**config.mk**
```make
export PLATFORM = sky130hd
export DESIGN_NAME = sentence_boundary_splitter_unit
export DESIGN_NICKNAME = d
export VERILOG_FILES = /design/src/sbs_pkg.sv /design/src/sbs_datapath.sv /design/src/sbs_controller.sv /design/src/sentence_boundary_splitter_unit.sv
export SDC_FILE = /design/constraint.sdc
export NUM_CORES = 1
export LEC_CHECK = 0
export CAP_MARGIN = 10
export CORE_MARGIN = 1.5
export CORE_UTILIZATION = 64
export DETAILED_ROUTE_END_ITERATION = 7
export DONT_BUFFER_PORTS = 1
export GPL_ROUTABILITY_DRIVEN = 1
export PLACE_DENSITY = 0.8
export SETUP_SLACK_MARGIN = 0.05
export SLEW_MARGIN = 0
export SYNTH_ARGS = -nofsm -noshare
export SYNTH_HDL_FRONTEND = slang
export SYNTH_SLANG_ARGS = --single-unit
export TNS_END_PERCENT = 100
```
**constraint.sdc**
```tcl
create_clock -name clock -period 3.26 [get_ports clock]
set_input_delay 0.652 -clock clock [delete_from_list [all_inputs] [get_ports clock]]
set_output_delay 0.652 -clock clock [all_outputs]
set_load 0.02 [all_outputs]
```
**src/sbs_pkg.sv**
```systemverilog
package sbs_pkg;

   localparam int DEFAULT_PENDING_DEPTH = 32;

   localparam logic [7:0] CHAR_PERIOD   = 8'h2E;
   localparam logic [7:0] CHAR_BANG     = 8'h21;
   localparam logic [7:0] CHAR_QUESTION = 8'h3F;
   localparam logic [7:0] CHAR_SEMI     = 8'h3B;
   localparam logic [7:0] CHAR_SPACE    = 8'h20;
   localparam logic [7:0] CHAR_TAB      = 8'h09;
   localparam logic [7:0] CHAR_CR       = 8'h0D;
   localparam logic [7:0] CHAR_LF       = 8'h0A;
   localparam logic [7:0] CHAR_VT       = 8'h0B;
   localparam logic [7:0] CHAR_FF       = 8'h0C;

   localparam logic [1:0] CODE_SPACE = 2'd0;
   localparam logic [1:0] CODE_TAB   = 2'd1;
   localparam logic [1:0] CODE_CR    = 2'd2;
   localparam logic [1:0] CODE_LF    = 2'd3;

   typedef enum logic [1:0] {
      MODE_START    = 2'd0,
      MODE_SENTENCE = 2'd1,
      MODE_SKIP     = 2'd2
   } scan_mode_type;

   typedef enum logic [1:0] {
      SEL_HELD     = 2'd0,
      SEL_SPACE    = 2'd1,
      SEL_LINE_END = 2'd2
   } out_sel_type;

   typedef struct packed {
      logic        capture;
      logic        load;
      out_sel_type sel;
      logic        run_last;
      logic        flush_step;
   } sbs_cmd_type;

   typedef struct packed {
      logic out_free;
      logic plan_held;
      logic plan_flush;
      logic plan_line_end;
      logic job_flush;
      logic flush_one;
      logic job_line_end;
   } sbs_status_type;

   function automatic logic is_delim(input logic [7:0] b);
      return (b == CHAR_PERIOD) || (b == CHAR_BANG) || (b == CHAR_QUESTION) ||
             (b == CHAR_SEMI);
   endfunction

   function automatic logic is_trim_space(input logic [7:0] b);
      return (b == CHAR_SPACE) || (b == CHAR_TAB) || (b == CHAR_CR) || (b == CHAR_LF);
   endfunction

   function automatic logic is_any_space(input logic [7:0] b);
      return is_trim_space(b) || (b == CHAR_VT) || (b == CHAR_FF);
   endfunction

   function automatic logic [1:0] space_code(input logic [7:0] b);
      logic [1:0] c;
      c = CODE_SPACE;
      if (b == CHAR_TAB) c = CODE_TAB;
      else if (b == CHAR_CR) c = CODE_CR;
      else if (b == CHAR_LF) c = CODE_LF;
      return c;
   endfunction

   function automatic logic [7:0] code_to_byte(input logic [1:0] c);
      logic [7:0] b;
      unique case (c)
         CODE_TAB: b = CHAR_TAB;
         CODE_CR:  b = CHAR_CR;
         CODE_LF:  b = CHAR_LF;
         default:  b = CHAR_SPACE;
      endcase
      return b;
   endfunction

endpackage

```
**src/sbs_datapath.sv**
```systemverilog
module sbs_datapath #(
   parameter int PENDING_DEPTH = sbs_pkg::DEFAULT_PENDING_DEPTH
) (
   input  logic                   clock,
   input  logic                   reset,
   input  logic [7:0]             req_text_byte,
   input  logic                   req_line_end,
   input  sbs_pkg::sbs_cmd_type   cmd,
   output sbs_pkg::sbs_status_type status,
   input  logic                   rsp_stall,
   output logic                   rsp_valid,
   output logic [7:0]             rsp_out_byte,
   output logic                   rsp_sentence_end,
   output logic                   rsp_space_lost,
   output logic                   rsp_run_last
);

   localparam int CNT_W  = $clog2(PENDING_DEPTH + 1);
   localparam int ADDR_W = (PENDING_DEPTH > 1) ? $clog2(PENDING_DEPTH) : 1;

   // scan state
   sbs_pkg::scan_mode_type mode_ff, mode_in;
   logic [7:0]             held_ff, held_in;
   logic                   hv_ff, hv_in;
   logic                   hd_ff, hd_in;
   logic [CNT_W-1:0]       cnt_ff, cnt_in;
   logic                   ovf_ff, ovf_in;

   // pending whitespace store
   logic [1:0]             mem [PENDING_DEPTH];
   logic                   wr_en;
   logic [1:0]             rd_data_ff;

   // job registers for the item being emitted
   logic [7:0]             job_a_byte_ff;
   logic                   job_a_end_ff;
   logic [7:0]             job_c_byte_ff;
   logic                   job_c_ff;
   logic [CNT_W-1:0]       flush_left_ff, flush_left_in;
   logic                   job_lost_ff;
   logic [ADDR_W-1:0]      idx_ff, idx_in;

   // output register
   logic                   rsp_valid_ff;
   logic [7:0]             out_byte_ff;
   logic                   out_end_ff;
   logic                   out_lost_ff;
   logic                   out_last_ff;

   // plan for the offered item
   logic                   plan_a, plan_a_end, plan_flush, plan_c;
   logic [7:0]             b;

   assign b = req_text_byte;

   always_comb begin
      mode_in    = mode_ff;
      held_in    = held_ff;
      hv_in      = hv_ff;
      hd_in      = hd_ff;
      cnt_in     = cnt_ff;
      ovf_in     = ovf_ff;
      wr_en      = 1'b0;
      plan_a     = 1'b0;
      plan_a_end = 1'b0;
      plan_flush = 1'b0;
      plan_c     = 1'b0;
      unique case (mode_ff)
         sbs_pkg::MODE_SENTENCE: begin
            if (hv_ff && hd_ff && sbs_pkg::is_any_space(b)) begin
               plan_a     = 1'b1;
               plan_a_end = 1'b1;
               hv_in      = 1'b0;
               hd_in      = 1'b0;
               cnt_in     = '0;
               ovf_in     = 1'b0;
               mode_in    = sbs_pkg::MODE_SKIP;
            end else if (sbs_pkg::is_trim_space(b)) begin
               if (cnt_ff < CNT_W'(PENDING_DEPTH)) begin
                  wr_en  = 1'b1;
                  cnt_in = cnt_ff + CNT_W'(1);
               end else begin
                  ovf_in = 1'b1;
               end
            end else begin
               plan_a     = hv_ff;
               plan_flush = (cnt_ff != '0);
               cnt_in     = '0;
               ovf_in     = 1'b0;
               held_in    = b;
               hv_in      = 1'b1;
               hd_in      = sbs_pkg::is_delim(b);
               mode_in    = sbs_pkg::MODE_SENTENCE;
            end
         end
         sbs_pkg::MODE_SKIP: begin
            if (!sbs_pkg::is_any_space(b)) begin
               held_in = b;
               hv_in   = 1'b1;
               hd_in   = sbs_pkg::is_delim(b);
               mode_in = sbs_pkg::MODE_SENTENCE;
            end
         end
         default: begin
            if (!sbs_pkg::is_trim_space(b)) begin
               held_in = b;
               hv_in   = 1'b1;
               hd_in   = sbs_pkg::is_delim(b);
               mode_in = sbs_pkg::MODE_SENTENCE;
            end else begin
               mode_in = sbs_pkg::MODE_START;
            end
         end
      endcase
      plan_c = req_line_end && hv_in;
   end

   always_comb begin
      flush_left_in = flush_left_ff;
      idx_in        = idx_ff;
      if (cmd.capture) begin
         flush_left_in = plan_flush ? cnt_ff : '0;
         idx_in        = '0;
      end else if (cmd.flush_step) begin
         flush_left_in = flush_left_ff - CNT_W'(1);
         idx_in        = idx_ff + ADDR_W'(1);
      end
   end

   always_ff @(posedge clock) begin
      if (reset) begin
         mode_ff <= sbs_pkg::MODE_START;
         held_ff <= '0;
         hv_ff   <= 1'b0;
         hd_ff   <= 1'b0;
         cnt_ff  <= '0;
         ovf_ff  <= 1'b0;
      end else if (cmd.capture) begin
         if (req_line_end) begin
            mode_ff <= sbs_pkg::MODE_START;
            held_ff <= '0;
            hv_ff   <= 1'b0;
            hd_ff   <= 1'b0;
            cnt_ff  <= '0;
            ovf_ff  <= 1'b0;
         end else begin
            mode_ff <= mode_in;
            held_ff <= held_in;
            hv_ff   <= hv_in;
            hd_ff   <= hd_in;
            cnt_ff  <= cnt_in;
            ovf_ff  <= ovf_in;
         end
      end
   end

   // read address follows the next flush index so the data is ready on time
   always_ff @(posedge clock) begin
      if (cmd.capture && wr_en) begin
         mem[cnt_ff[ADDR_W-1:0]] <= sbs_pkg::space_code(b);
      end
      rd_data_ff <= mem[idx_in];
   end

   always_ff @(posedge clock) begin
      if (reset) begin
         job_c_ff      <= 1'b0;
         flush_left_ff <= '0;
         idx_ff        <= '0;
      end else begin
         flush_left_ff <= flush_left_in;
         idx_ff        <= idx_in;
         if (cmd.capture) begin
            job_c_ff <= plan_c;
         end
      end
   end

   always_ff @(posedge clock) begin
      if (cmd.capture) begin
         job_a_byte_ff <= held_ff;
         job_a_end_ff  <= plan_a_end;
         job_c_byte_ff <= held_in;
         job_lost_ff   <= ovf_ff;
      end
   end

   always_ff @(posedge clock) begin
      if (reset) begin
         rsp_valid_ff <= 1'b0;
      end else if (cmd.load) begin
         rsp_valid_ff <= 1'b1;
      end else if (!rsp_stall) begin
         rsp_valid_ff <= 1'b0;
      end
   end

   always_ff @(posedge clock) begin
      if (cmd.load) begin
         out_last_ff <= cmd.run_last;
         case (cmd.sel)
            sbs_pkg::SEL_SPACE: begin
               out_byte_ff <= sbs_pkg::code_to_byte(rd_data_ff);
               out_end_ff  <= 1'b0;
               out_lost_ff <= job_lost_ff && (flush_left_ff == CNT_W'(1));
            end
            sbs_pkg::SEL_LINE_END: begin
               out_byte_ff <= job_c_byte_ff;
               out_end_ff  <= 1'b1;
               out_lost_ff <= 1'b0;
            end
            default: begin
               out_byte_ff <= job_a_byte_ff;
               out_end_ff  <= job_a_end_ff;
               out_lost_ff <= 1'b0;
            end
         endcase
      end
   end

   assign status.out_free      = !rsp_valid_ff || !rsp_stall;
   assign status.plan_held     = plan_a;
   assign status.plan_flush    = plan_flush;
   assign status.plan_line_end = plan_c;
   assign status.job_flush     = (flush_left_ff != '0);
   assign status.flush_one     = (flush_left_ff == CNT_W'(1));
   assign status.job_line_end  = job_c_ff;

   assign rsp_valid        = rsp_valid_ff;
   assign rsp_out_byte     = out_byte_ff;
   assign rsp_sentence_end = out_end_ff;
   assign rsp_space_lost   = out_lost_ff;
   assign rsp_run_last     = out_last_ff;

endmodule

```
**src/sbs_controller.sv**
```systemverilog
module sbs_controller (
   input  logic                   clock,
   input  logic                   reset,
   input  logic                   req_valid,
   output logic                   req_stall,
   input  sbs_pkg::sbs_status_type status,
   output sbs_pkg::sbs_cmd_type   cmd
);

   typedef enum logic [3:0] {
      ST_IDLE     = 4'b0001,
      ST_HELD     = 4'b0010,
      ST_FLUSH    = 4'b0100,
      ST_LINE_END = 4'b1000
   } ctrl_state_type;

   ctrl_state_type state_ff, state_in;

   always_comb begin
      state_in       = state_ff;
      cmd.capture    = 1'b0;
      cmd.load       = 1'b0;
      cmd.sel        = sbs_pkg::SEL_HELD;
      cmd.run_last   = 1'b0;
      cmd.flush_step = 1'b0;
      req_stall      = 1'b1;
      unique case (state_ff)
         ST_IDLE: begin
            req_stall = 1'b0;
            if (req_valid) begin
               cmd.capture = 1'b1;
               if (status.plan_held) state_in = ST_HELD;
               else if (status.plan_flush) state_in = ST_FLUSH;
               else if (status.plan_line_end) state_in = ST_LINE_END;
            end
         end
         ST_HELD: begin
            if (status.out_free) begin
               cmd.load     = 1'b1;
               cmd.sel      = sbs_pkg::SEL_HELD;
               cmd.run_last = !status.job_flush && !status.job_line_end;
               if (status.job_flush) state_in = ST_FLUSH;
               else if (status.job_line_end) state_in = ST_LINE_END;
               else state_in = ST_IDLE;
            end
         end
         ST_FLUSH: begin
            if (status.out_free) begin
               cmd.load       = 1'b1;
               cmd.sel        = sbs_pkg::SEL_SPACE;
               cmd.flush_step = 1'b1;
               cmd.run_last   = status.flush_one && !status.job_line_end;
               if (status.flush_one) begin
                  state_in = status.job_line_end ? ST_LINE_END : ST_IDLE;
               end
            end
         end
         ST_LINE_END: begin
            if (status.out_free) begin
               cmd.load     = 1'b1;
               cmd.sel      = sbs_pkg::SEL_LINE_END;
               cmd.run_last = 1'b1;
               state_in     = ST_IDLE;
            end
         end
         default: begin
            state_in = ST_IDLE;
         end
      endcase
   end

   always_ff @(posedge clock) begin
      if (reset) begin
         state_ff <= ST_IDLE;
      end else begin
         state_ff <= state_in;
      end
   end

endmodule

```
**src/sentence_boundary_splitter_unit.sv**
```systemverilog
// Sentence boundary splitter: takes a line one byte per item (req_line_end on
// the last byte) and returns the kept bytes of each trimmed sentence, with
// rsp_sentence_end on the last byte of each sentence and rsp_run_last on the
// last result caused by an input byte. A byte is taken when the block is idle;
// its n results (0 to PENDING_DEPTH + 2) then leave at one per cycle unless the
// output stalls, through a single output register, and the next byte waits for
// the last of them. Held-back whitespace is replayed, one entry a cycle unless
// stalled, from a PENDING_DEPTH-entry store with one registered read port.
module sentence_boundary_splitter_unit #(
   parameter int PENDING_DEPTH = sbs_pkg::DEFAULT_PENDING_DEPTH
) (
   input  logic       clock,
   input  logic       reset,
   input  logic       req_valid,
   output logic       req_stall,
   input  logic [7:0] req_text_byte,
   input  logic       req_line_end,
   output logic       rsp_valid,
   input  logic       rsp_stall,
   output logic [7:0] rsp_out_byte,
   output logic       rsp_sentence_end,
   output logic       rsp_space_lost,
   output logic       rsp_run_last
);

   sbs_pkg::sbs_cmd_type    cmd;
   sbs_pkg::sbs_status_type status;

   sbs_controller u_ctrl (
      .clock     (clock),
      .reset     (reset),
      .req_valid (req_valid),
      .req_stall (req_stall),
      .status    (status),
      .cmd       (cmd)
   );

   sbs_datapath #(
      .PENDING_DEPTH (PENDING_DEPTH)
   ) u_dp (
      .clock            (clock),
      .reset            (reset),
      .req_text_byte    (req_text_byte),
      .req_line_end     (req_line_end),
      .cmd              (cmd),
      .status           (status),
      .rsp_stall        (rsp_stall),
      .rsp_valid        (rsp_valid),
      .rsp_out_byte     (rsp_out_byte),
      .rsp_sentence_end (rsp_sentence_end),
      .rsp_space_lost   (rsp_space_lost),
      .rsp_run_last     (rsp_run_last)
   );

endmodule
```
==> results.rst, run 1 <==
.. list-table::
   :header-rows: 1

   * - Metric
     - Value
   * - Worst Reg2Reg Path Length in Cells
     - 7
   * - Tot Pwr
     - 4.53 mW
   * - Post-synthesis area per instance
     - 10.6 um2
   * - Worst R2R Start
     - u_ctrl.state_ff[2]
   * - Fraction of layout instances using a drive strength above 1
     - 0.109
   * - Clock Power Share
     - 0.422
   * - Final Critical Period
     - 3.06 ns
   * - Placed inst area
     - 6630 um2
   * - Routability congestion estimate from global placement
     - 0.905
   * - WL final
     - 14500 um
   * - # clock sinks
     - 131
   * - Critical path peak fanout
     - 10
   * - Power density over cell area
     - 626 nW/um2
   * - Post-Synthesis Cell Area
     - 6490 um2
   * - Overflow left after global routing
     - 0
   * - Maximum vdd ir drop
     - 339 uV
   * - Seq pwr share
     - 0.448
   * - DIE AREA
     - 10800 um2
   * - Num CTS Buffers
     - 17
   * - Synthesis-to-finish area growth
     - 11.5%
   * - Number of enable flip-flop cells after synthesis
     - 93
   * - Worst setup slack after layout
     - 0.202 ns
   * - Hold-critical path depth
     - 1
   * - Number of input and output port buffers inserted
     - 0
   * - Number of instances in the synthesized netlist
     - 610
   * - Number of I/O pins
     - 26
   * - Final Setup Violations
     - 0
   * - Clock-pin slew of the registers on the worst-case setup and hold paths
     - 0.06 ns
   * - Post-synthesis async set-or-reset flop share
     - 0
   * - Cell Rows
     - 36
   * - Main area contributors after synthesis
     - sky130_fd_sc_hd__edfxtp_1 (43%), sky130_fd_sc_hd__dfxtp_1 (12%), sky130_fd_sc_hd__nor2_1 (4.3%)
   * - Half-perimeter wire length after detailed placement
     - 9900 um
   * - Power spent charging and discharging nets
     - 1.17 mW
   * - Synthesis-stage register bit count
     - 131
   * - Final Hold Vio Count
     - 0
   * - RSZ-0062 raised after global routing
     - no
   * - Leak pwr
     - 2.47 nW
   * - Worst slew slack as a fraction of its limit
     - 0.582
   * - Most used flip-flop cell after synthesis
     - sky130_fd_sc_hd__edfxtp_1
   * - Pin count of the biggest net entering global routing
     - 33
   * - Total inserted antenna cells
     - 0
   * - Startpoint type of the worst setup path
     - flip-flop
   * - Count of final max-slew check failures
     - 0
   * - Post-placement cell count
     - 724
   * - Switching power as a share of total power
     - 0.259
   * - Via count
     - 4954
   * - Internal portion of total power
     - 3.36 mW
   * - Initial Util
     - 0.661
   * - Kind of path behind the tightest hold check
     - in -> reg
   * - Post-Synthesis Net Count
     - 637
   * - Cell with the biggest individual delay on the critical path
     - sky130_fd_sc_hd__or4b_4
   * - Outcome
     - complete, no violations
   * - Nets@finish
     - 637
   * - Upper clock frequency limit
     - 327 MHz
   * - Library cell with the largest summed area after synthesis
     - sky130_fd_sc_hd__edfxtp_1
   * - Capturing point of the worst reg2reg path
     - u_dp.rd_data_ff[0]
   * - Drc violations
     - 0
   * - Distinct cells, synth
     - 65
   * - Clock buffer depth
     - 2
   * - Fraction of met2 tracks used by global routing
     - 0.410
   * - GRT met1 Usage
     - 0.415
   * - Post-route antenna net violation count
     - 0
   * - Crit path cell chain
     - or4b_4 -> o31a_1 -> o21ai_4 -> mux2i_1 -> mux2i_1 -> a31o_1 -> or4_1
   * - WL/cell
     - 19.1 um
   * - Max stage delay on crit path
     - 0.55 ns
   * - Total setup buffers inserted after CTS
     - 0
   * - Arrival time worst endpoint
     - 3.45 ns
   * - Setup slack after placement
     - 0.268 ns
   * - Layer with the highest usage
     - met1
   * - DRT iter0 DRCs
     - 570
   * - Total Negative Setup Slacks
     - 0 ns
   * - Antenna violations before repair
     - 0
   * - Htree depth
     - 4
   * - Root buffer selected by CTS
     - sky130_fd_sc_hd__clkbuf_8
   * - Fraction of the yosys area taken by sequential cells
     - 0.548
   * - Final non-filler cell total
     - 756
   * - Hold_ws
     - 0.204 ns
   * - First-pass GRT wire length
     - 23700 um
   * - Core Box Area
     - 9820 um2
   * - End-of-flow core utilization
     - 0.737
   * - Clk_lat worst skew
     - 0.52 ns
   * - Grt met3 use
     - 0.0736
   * - Number of global-route vias before repair
     - 4625
   * - Worst Max-Slew Pin Slew
     - 0.623 ns
   * - GR Util All Layers
     - 0.283
   * - Clock tree from TritonCTS
     - done
   * - Die Height
     - 104 um
   * - Design Area, Final
     - 7240 um2
   * - Worst Min Path Start
     - reset
   * - Hold EP
     - u_dp.rsp_valid
   * - Ys Warns
     - 0
   * - Die width
     - 104 um
   * - Cell type with the highest occurrence count on the critical path
     - sky130_fd_sc_hd__mux2i_1
   * - Number of iterations in the first detailed-routing pass
     - 5
   * - Hold-fix buffers, CTS
     - 0
   * - Post-Route Skew
     - 0.00554 ns
   * - Max Cap Violations
     - 0
   * - Final worst path period share
     - 0.938
   * - Detailed-route vias per instance
     - 6.55
   * - Worst reg2reg setup slack
     - 0.20 ns
   * - Data required time of the worst path
     - 3.65 ns
   * - Area share of the largest cell type after synthesis
     - 0.430
   * - Critical setup path kind
     - reg -> reg
   * - Logic pwr share
     - 0.130
   * - Type of element capturing the critical path
     - flip-flop
[cell usage after synthesis (4+ instances only)]
| library cell | number |
|---|---|
| sky130_fd_sc_hd__edfxtp_1 | 93 |
| sky130_fd_sc_hd__nand3_1 | 14 |
| sky130_fd_sc_hd__a31o_2 | 4 |
| sky130_fd_sc_hd__nand2b_1 | 9 |
| sky130_fd_sc_hd__or3_1 | 6 |
| sky130_fd_sc_hd__dfxtp_1 | 38 |
| sky130_fd_sc_hd__nor2_1 | 75 |
| sky130_fd_sc_hd__a211oi_1 | 16 |
| sky130_fd_sc_hd__nand3b_1 | 11 |
| sky130_fd_sc_hd__a31oi_1 | 8 |
| sky130_fd_sc_hd__nand2_1 | 42 |
| sky130_fd_sc_hd__nor3b_1 | 5 |
| sky130_fd_sc_hd__nor2b_1 | 4 |
| sky130_fd_sc_hd__a2111oi_0 | 4 |
| sky130_fd_sc_hd__ha_1 | 14 |
| sky130_fd_sc_hd__nor3_1 | 15 |
| sky130_fd_sc_hd__o22ai_1 | 6 |
| sky130_fd_sc_hd__inv_1 | 23 |
| sky130_fd_sc_hd__or3b_2 | 5 |
| sky130_fd_sc_hd__o21ai_0 | 26 |
| sky130_fd_sc_hd__mux2i_1 | 24 |
| sky130_fd_sc_hd__a32oi_1 | 6 |
| sky130_fd_sc_hd__clkbuf_1 | 26 |
| sky130_fd_sc_hd__a22oi_1 | 10 |
| sky130_fd_sc_hd__o31ai_1 | 4 |
| sky130_fd_sc_hd__o21a_1 | 4 |
| sky130_fd_sc_hd__nand4_1 | 7 |
| sky130_fd_sc_hd__a21oi_1 | 37 |
| sky130_fd_sc_hd__a22o_1 | 10 |
[placed cells by master, fill, tap and decap left out, types with 6 or more instances in the layout]
cell type                   Yosys  layout
sky130_fd_sc_hd__edfxtp_1      93      93
sky130_fd_sc_hd__nor2_1        75      75
sky130_fd_sc_hd__nand2_1       42      42
sky130_fd_sc_hd__dfxtp_1       38      38
sky130_fd_sc_hd__a21oi_1       37      36
sky130_fd_sc_hd__o21ai_0       26      25
sky130_fd_sc_hd__mux2i_1       24      24
sky130_fd_sc_hd__inv_1         23      23
sky130_fd_sc_hd__a211oi_1      16      16
sky130_fd_sc_hd__clkbuf_16      0      16
sky130_fd_sc_hd__nor3_1        15      14
sky130_fd_sc_hd__nand3_1       14      14
sky130_fd_sc_hd__ha_1          14      14
sky130_fd_sc_hd__buf_4          1      14
sky130_fd_sc_hd__nand3b_1      11      11
sky130_fd_sc_hd__a22oi_1       10      10
sky130_fd_sc_hd__a22o_1        10      10
sky130_fd_sc_hd__nand2b_1       9       9
sky130_fd_sc_hd__a31oi_1        8       8
sky130_fd_sc_hd__nand4_1        7       7
sky130_fd_sc_hd__o22ai_1        6       6
sky130_fd_sc_hd__or3_1          6       6
sky130_fd_sc_hd__a32oi_1        6       6
[logic make-up after synthesis]
family	synth area share
and+or+nand+nor	0.164
muxes	0.0388
AOI/OAI and AO/OA	0.178
buffers and inverters	0.0361
xor gates and xnor gates	0.00810
adders and majority gates	0.0270
DFF	0.548
[worst max-delay path by stage]
stage	depth (start not counted)	end	from	slack, ns
after detailed placement	7	u_dp.rd_data_ff[0]	u_ctrl.state_ff[2]	0.27
after global routing	7	u_dp.rd_data_ff[0]	u_ctrl.state_ff[2]	0.08
after global placement	7	u_dp.rd_data_ff[0]	rsp_stall	0.40
after floorplan	3	u_dp.mem[0][0]	req_text_byte[4]	0.29
after CTS	7	u_dp.rd_data_ff[0]	u_ctrl.state_ff[2]	0.18
final	7	u_dp.rd_data_ff[0]	u_ctrl.state_ff[2]	0.20
[flip-flops by register name, summed over array words and instances, names as in the netlist, 2 cells and up]
signal	flops
u_dp.flush_left_ff	6
u_ctrl.state_ff	4
u_dp.cnt_ff	6
u_dp.job_a_byte_ff	8
u_dp.idx_ff	5
u_dp.job_c_byte_ff	8
u_dp.held_ff	8
u_dp.rsp_out_byte	8
u_dp.rd_data_ff	2
u_dp.mem	64
u_dp.mode_ff	2
[power groups by stage]
stage	Combinational, mW	Clock [mW]	Sequential [mW]
3_3_place_gp	0.555	0	2.05
6_report	0.589	1.91	2.03
5_1_grt	0.661	2.00	2.04
4_1_cts	0.576	1.92	2.03
2_1_floorplan	0.483	0	2.01
3_5_place_dp	0.567	0	2.06
[critical path: cells and delay by family, from the launching register on]
family | cells | cell delay [ns]
AND/OR/NAND/NOR | 2 | 1.08
flip-flops | 1 | 0.48
multiplexers | 2 | 0.41
AO/OA/AOI/OAI | 3 | 0.96
[what timing repair did]
item | CTS | global route
gates resized for setup | 0 | 1
setup endpoints to repair | 0 | 1
endpoints found under the hold margin | 0 | 0
[metal layers]
metal  vias up  routed length (um)
met3        27                1230
met1      2373                6560
met5         -                   0
met2       241                6340
li1       2313                   -
met4         0                 314
[area by class of cell]
| cell class | count | area (um2) |
|---|---|---|
| Sequential cell | 131 | 3550 |
| Multi-Input combinational cell | 423 | 2720 |
| Fill cell | 658 | 2580 |
| Clock buffer | 17 | 414 |
| Clock inverter | 15 | 189 |
| Tap cell | 133 | 166 |
| Timing Repair Buffer | 14 | 105 |
| Inverter | 23 | 86.3 |
Power figures use the tool's default switching activity.
==> run 2: changes to the inputs <==
- ABC_AREA: default -> 1
- CAP_MARGIN: 10 -> 30
- PLACE_DENSITY: 0.8 -> default
- PLACE_DENSITY_LB_ADDON: default -> 0.08
==> results.rst, run 2 <==
.. list-table::
   :header-rows: 1

   * - Metric
     - Value
   * - Total setup buffers inserted after CTS
     - 0 (unchanged)
   * - Die width
     - 104 um (+0.39%)
   * - Number of global-route vias before repair
     - 5008 (+8.3%)
   * - Clk_lat worst skew
     - 0.53 ns (about the same)
   * - End-of-flow core utilization
     - 0.731 (-0.00539)
   * - Critical path endpoint
     - u_dp.rd_data_ff[0]
   * - Leak pwr
     - 2.79 nW (+13%)
   * - Commonest cells in the netlist
     - sky130_fd_sc_hd__nand2_1 (143), sky130_fd_sc_hd__edfxtp_1 (93), sky130_fd_sc_hd__nand3_1 (90)
   * - Routability congestion estimate from global placement
     - 0.878 (-3.0%)
   * - Number of instances in the synthesized netlist
     - 726 (+19%)
   * - Root buffer selected by CTS
     - sky130_fd_sc_hd__clkbuf_8
   * - Post-Synthesis Net Count
     - 753 (+18%)
   * - First-pass GRT wire length
     - 25300 um (+6.7%)
   * - Number of flip-flops in the largest register
     - 64 (unchanged)
   * - Htree depth
     - 4 (unchanged)
   * - Initial Util
     - 0.663 (+0.00218)
   * - Fraction of layout instances using a drive strength above 1
     - 0.105 (-0.00453)
   * - Compound-Gate Fraction of Synth Area
     - 0.0851 (-0.0928)
   * - Max Cap Violations
     - 0 (unchanged)
   * - Outcome
     - complete, no violations
   * - Leading cell types in the layout, fill and taps excluded
     - sky130_fd_sc_hd__nand2_1 (143), sky130_fd_sc_hd__edfxtp_1 (93), sky130_fd_sc_hd__nand3_1 (90)
   * - Cell Rows
     - 36 (unchanged)
   * - Final Critical Period
     - 2.57 ns (-0.492 ns)
   * - Via count
     - 5348 (+8.0%)
   * - Area share of the largest cell type after synthesis
     - 0.427 (-0.00338)
   * - RSZ-0062 raised after global routing
     - no
   * - Number of enable flip-flop cells after synthesis
     - 93 (unchanged)
   * - DIE AREA
     - 10800 um2 (+0.77%)
   * - Detailed-route vias per instance
     - 6.15 (-6.1%)
   * - Hold-critical path depth
     - 1 (unchanged)
   * - Overflow left after global routing
     - 0 (unchanged)
   * - Library cell with the largest summed area after synthesis
     - sky130_fd_sc_hd__edfxtp_1
   * - Kind of path behind the tightest hold check
     - in -> reg
   * - Worst R2R Start
     - u_ctrl.state_ff[3]
   * - Total Negative Setup Slacks
     - 0 ns (unchanged)
   * - Type of element capturing the critical path
     - flip-flop
   * - Drc violations
     - 0 (unchanged)
   * - Fraction of the yosys area taken by sequential cells
     - 0.543 (-0.00430)
   * - Half-perimeter wire length after detailed placement
     - 10300 um (+3.8%)
   * - Post-synthesis share of cell area spent on and, or, nand and nor gates
     - 0.277 (+0.112)
   * - Main area contributors after synthesis
     - sky130_fd_sc_hd__edfxtp_1 (43%), sky130_fd_sc_hd__dfxtp_1 (12%), sky130_fd_sc_hd__nand2_1 (8.2%)
   * - Total inserted antenna cells
     - 0 (unchanged)
   * - Count of final max-slew check failures
     - 0 (unchanged)
   * - Worst Reg2Reg Path Length in Cells
     - 13 (+6)
   * - Hold-fix buffers, CTS
     - 0 (unchanged)
   * - WL final
     - 15300 um (+6.1%)
   * - Synthesis-stage register bit count
     - 131 (unchanged)
   * - Crit path from
     - u_ctrl.state_ff[3]
   * - GR Util All Layers
     - 0.301 (+0.0187)
   * - Post-synthesis area per instance
     - 9.01 um2 (-15%)
   * - Mux share of post-synthesis cell area
     - 0 (-0.0388)
   * - Distinct cells, synth
     - 44 (-32%)
   * - Critical path peak fanout
     - 29 (+19)
   * - Clock-pin slew of the registers on the worst-case setup and hold paths
     - 0.06 ns (about the same)
   * - Nets@finish
     - 750 (+18%)
   * - Pin count of the biggest net entering global routing
     - 34 (+3.0%)
   * - Post-Synth XOR/XNOR Area
     - 0.00536 (-0.00274)
   * - Clock tree from TritonCTS
     - done
   * - DRT iter0 DRCs
     - 524 (-8.1%)
   * - Worst Max-Slew Pin Slew
     - 0.950 ns (+0.327 ns)
   * - Cell with the most instances after synthesis
     - sky130_fd_sc_hd__nand2_1
   * - Number of iterations in the first detailed-routing pass
     - 5 (unchanged)
   * - Worst slew slack as a fraction of its limit
     - 0.366 (-0.215)
   * - Cell type with the highest occurrence count on the critical path
     - sky130_fd_sc_hd__nand3_1
   * - Post-route antenna net violation count
     - 0 (unchanged)
   * - Synthesis-to-finish area growth
     - 10.3%
   * - # clock sinks
     - 131 (unchanged)
   * - Critical setup path kind
     - reg -> reg
   * - Startpoint type of the worst setup path
     - flip-flop
   * - Most common library cell in the layout ignoring fill and taps
     - sky130_fd_sc_hd__nand2_1
   * - Data required time of the worst path
     - 3.68 ns (+0.03 ns)
   * - Final worst path period share
     - 0.787 (-0.151)
   * - Most used flip-flop cell after synthesis
     - sky130_fd_sc_hd__edfxtp_1
   * - Main combinational cell family by area after synthesis
     - simple AND/OR/NAND/NOR gates
   * - Capturing point of the worst reg2reg path
     - u_dp.rd_data_ff[0]
   * - Number of input and output port buffers inserted
     - 0 (unchanged)
   * - Num CTS Buffers
     - 17 (unchanged)
   * - Ys Warns
     - 0 (unchanged)
   * - Crit path cell chain
     - inv_1 -> nand2_1 -> nor3_4 -> nand2_4 -> inv_2 -> buf_4 -> nor2_1 -> nand2_2 -> inv_2 -> nand3_1 -> nand3_1 -> nand3_1 -> nand2_1
   * - Upper clock frequency limit
     - 390 MHz (+19%)
   * - Clock buffer depth
     - 2 (unchanged)
   * - Post-Route Skew
     - 0.00747 ns (+0.00192 ns)
   * - Maximum vdd ir drop
     - 431 uV (+27%)
   * - Arrival time worst endpoint
     - 2.99 ns (-0.46 ns)
   * - Number of I/O pins
     - 26 (unchanged)
   * - Area share of fa/ha/maj cells after synthesis
     - 0.0268 (-0.000212)
   * - Max stage delay on crit path
     - 0.34 ns (-0.21 ns)
   * - Die Height
     - 104 um (+0.39%)
   * - Antenna violations before repair
     - 0 (unchanged)
   * - Cell with the biggest individual delay on the critical path
     - sky130_fd_sc_hd__buf_4
   * - WL/cell
     - 17.6 um (-7.7%)
   * - # resized after CTS
     - 0 (unchanged)
   * - Power density over cell area
     - 733 nW/um2 (+17%)
   * - Core Box Area
     - 9860 um2 (+0.46%)
   * - Final Setup Violations
     - 0 (unchanged)
   * - Final Hold Vio Count
     - 0 (unchanged)
   * - Worst reg2reg setup slack
     - 0.69 ns (+0.49 ns)
   * - Placed inst area
     - 6620 um2 (-0.11%)
   * - Post-Synthesis Cell Area
     - 6540 um2 (+0.79%)
   * - Post-synthesis async set-or-reset flop share
     - 0 (unchanged)
   * - Design Area, Final
     - 7220 um2 (-0.28%)
==> run 2: through the flow <==
step / hold WS (ns) / setup slack, ns / power (mW) / instances
floorplan: 0.408 / 1.05 / 3.12 / 726
detailed placement: 0.437 / 0.605 / 3.38 / 837
global placement: 0.419 / 0.674 / 3.32 / 837
global route: 0.183 / 0.480 / 5.53 / 869
finish: 0.189 / 0.694 / 5.29 / 869
CTS: 0.178 / 0.724 / 5.27 / 869
==> run 2: critical path: cells and delay by family, from the launching register on <==
family	cells	cell delay (ns)
buffers and inverters	4	0.70
flip-flops	1	0.32
AND/OR/NAND/NOR	9	1.42
==> run 2: metal layers <==
| layer | up-vias | track usage | wire length, um |
|---|---|---|---|
| met5 | - | 0 | 0 |
| met4 | 0 | 0.111 | 366 |
| met3 | 35 | 0.0689 | 1380 |
| met2 | 292 | 0.434 | 6800 |
| met1 | 2511 | 0.447 | 6790 |
| li1 | 2510 | - | - |
==> run 2: worst min path at each step <==
stage | start | to
3_3_place_gp | u_dp.ovf_ff | u_dp.job_lost_ff
4_1_cts | reset | u_dp.rsp_valid
5_1_grt | reset | u_dp.hv_ff
2_1_floorplan | u_dp.ovf_ff | u_dp.job_lost_ff
3_5_place_dp | u_dp.ovf_ff | u_dp.job_lost_ff
6_report | reset | u_dp.rsp_valid
==> run 2: cell type report <==
class | instances | area (um2)
Sequential cell | 131 | 3550
Multi-Input combinational cell | 495 | 2580
Fill cell | 707 | 2650
Clock buffer | 19 | 442
Tap cell | 133 | 166
Timing Repair Buffer | 6 | 45.0
Clock inverter | 13 | 156
Inverter | 72 | 273
==> run 2: power breakdown <==
part,switching [mW],total [mW],internal [mW]
Combinational,0.811,1.19,0.382
Sequential,0.177,2.20,2.02
Clock,0.697,1.90,1.20
==> run 2: cells by family (layout without fill, tap and decap cells) <==
| kind of cell | Yosys count | after routing |
|---|---|---|
| buffers and inverters | 100 | 110 |
| and+or+nand+nor | 387 | 387 |
| adders and majority gates | 14 | 14 |
| DFF | 131 | 131 |
| xor gates and xnor gates | 4 | 4 |
| AOI/OAI and AO/OA | 90 | 90 |
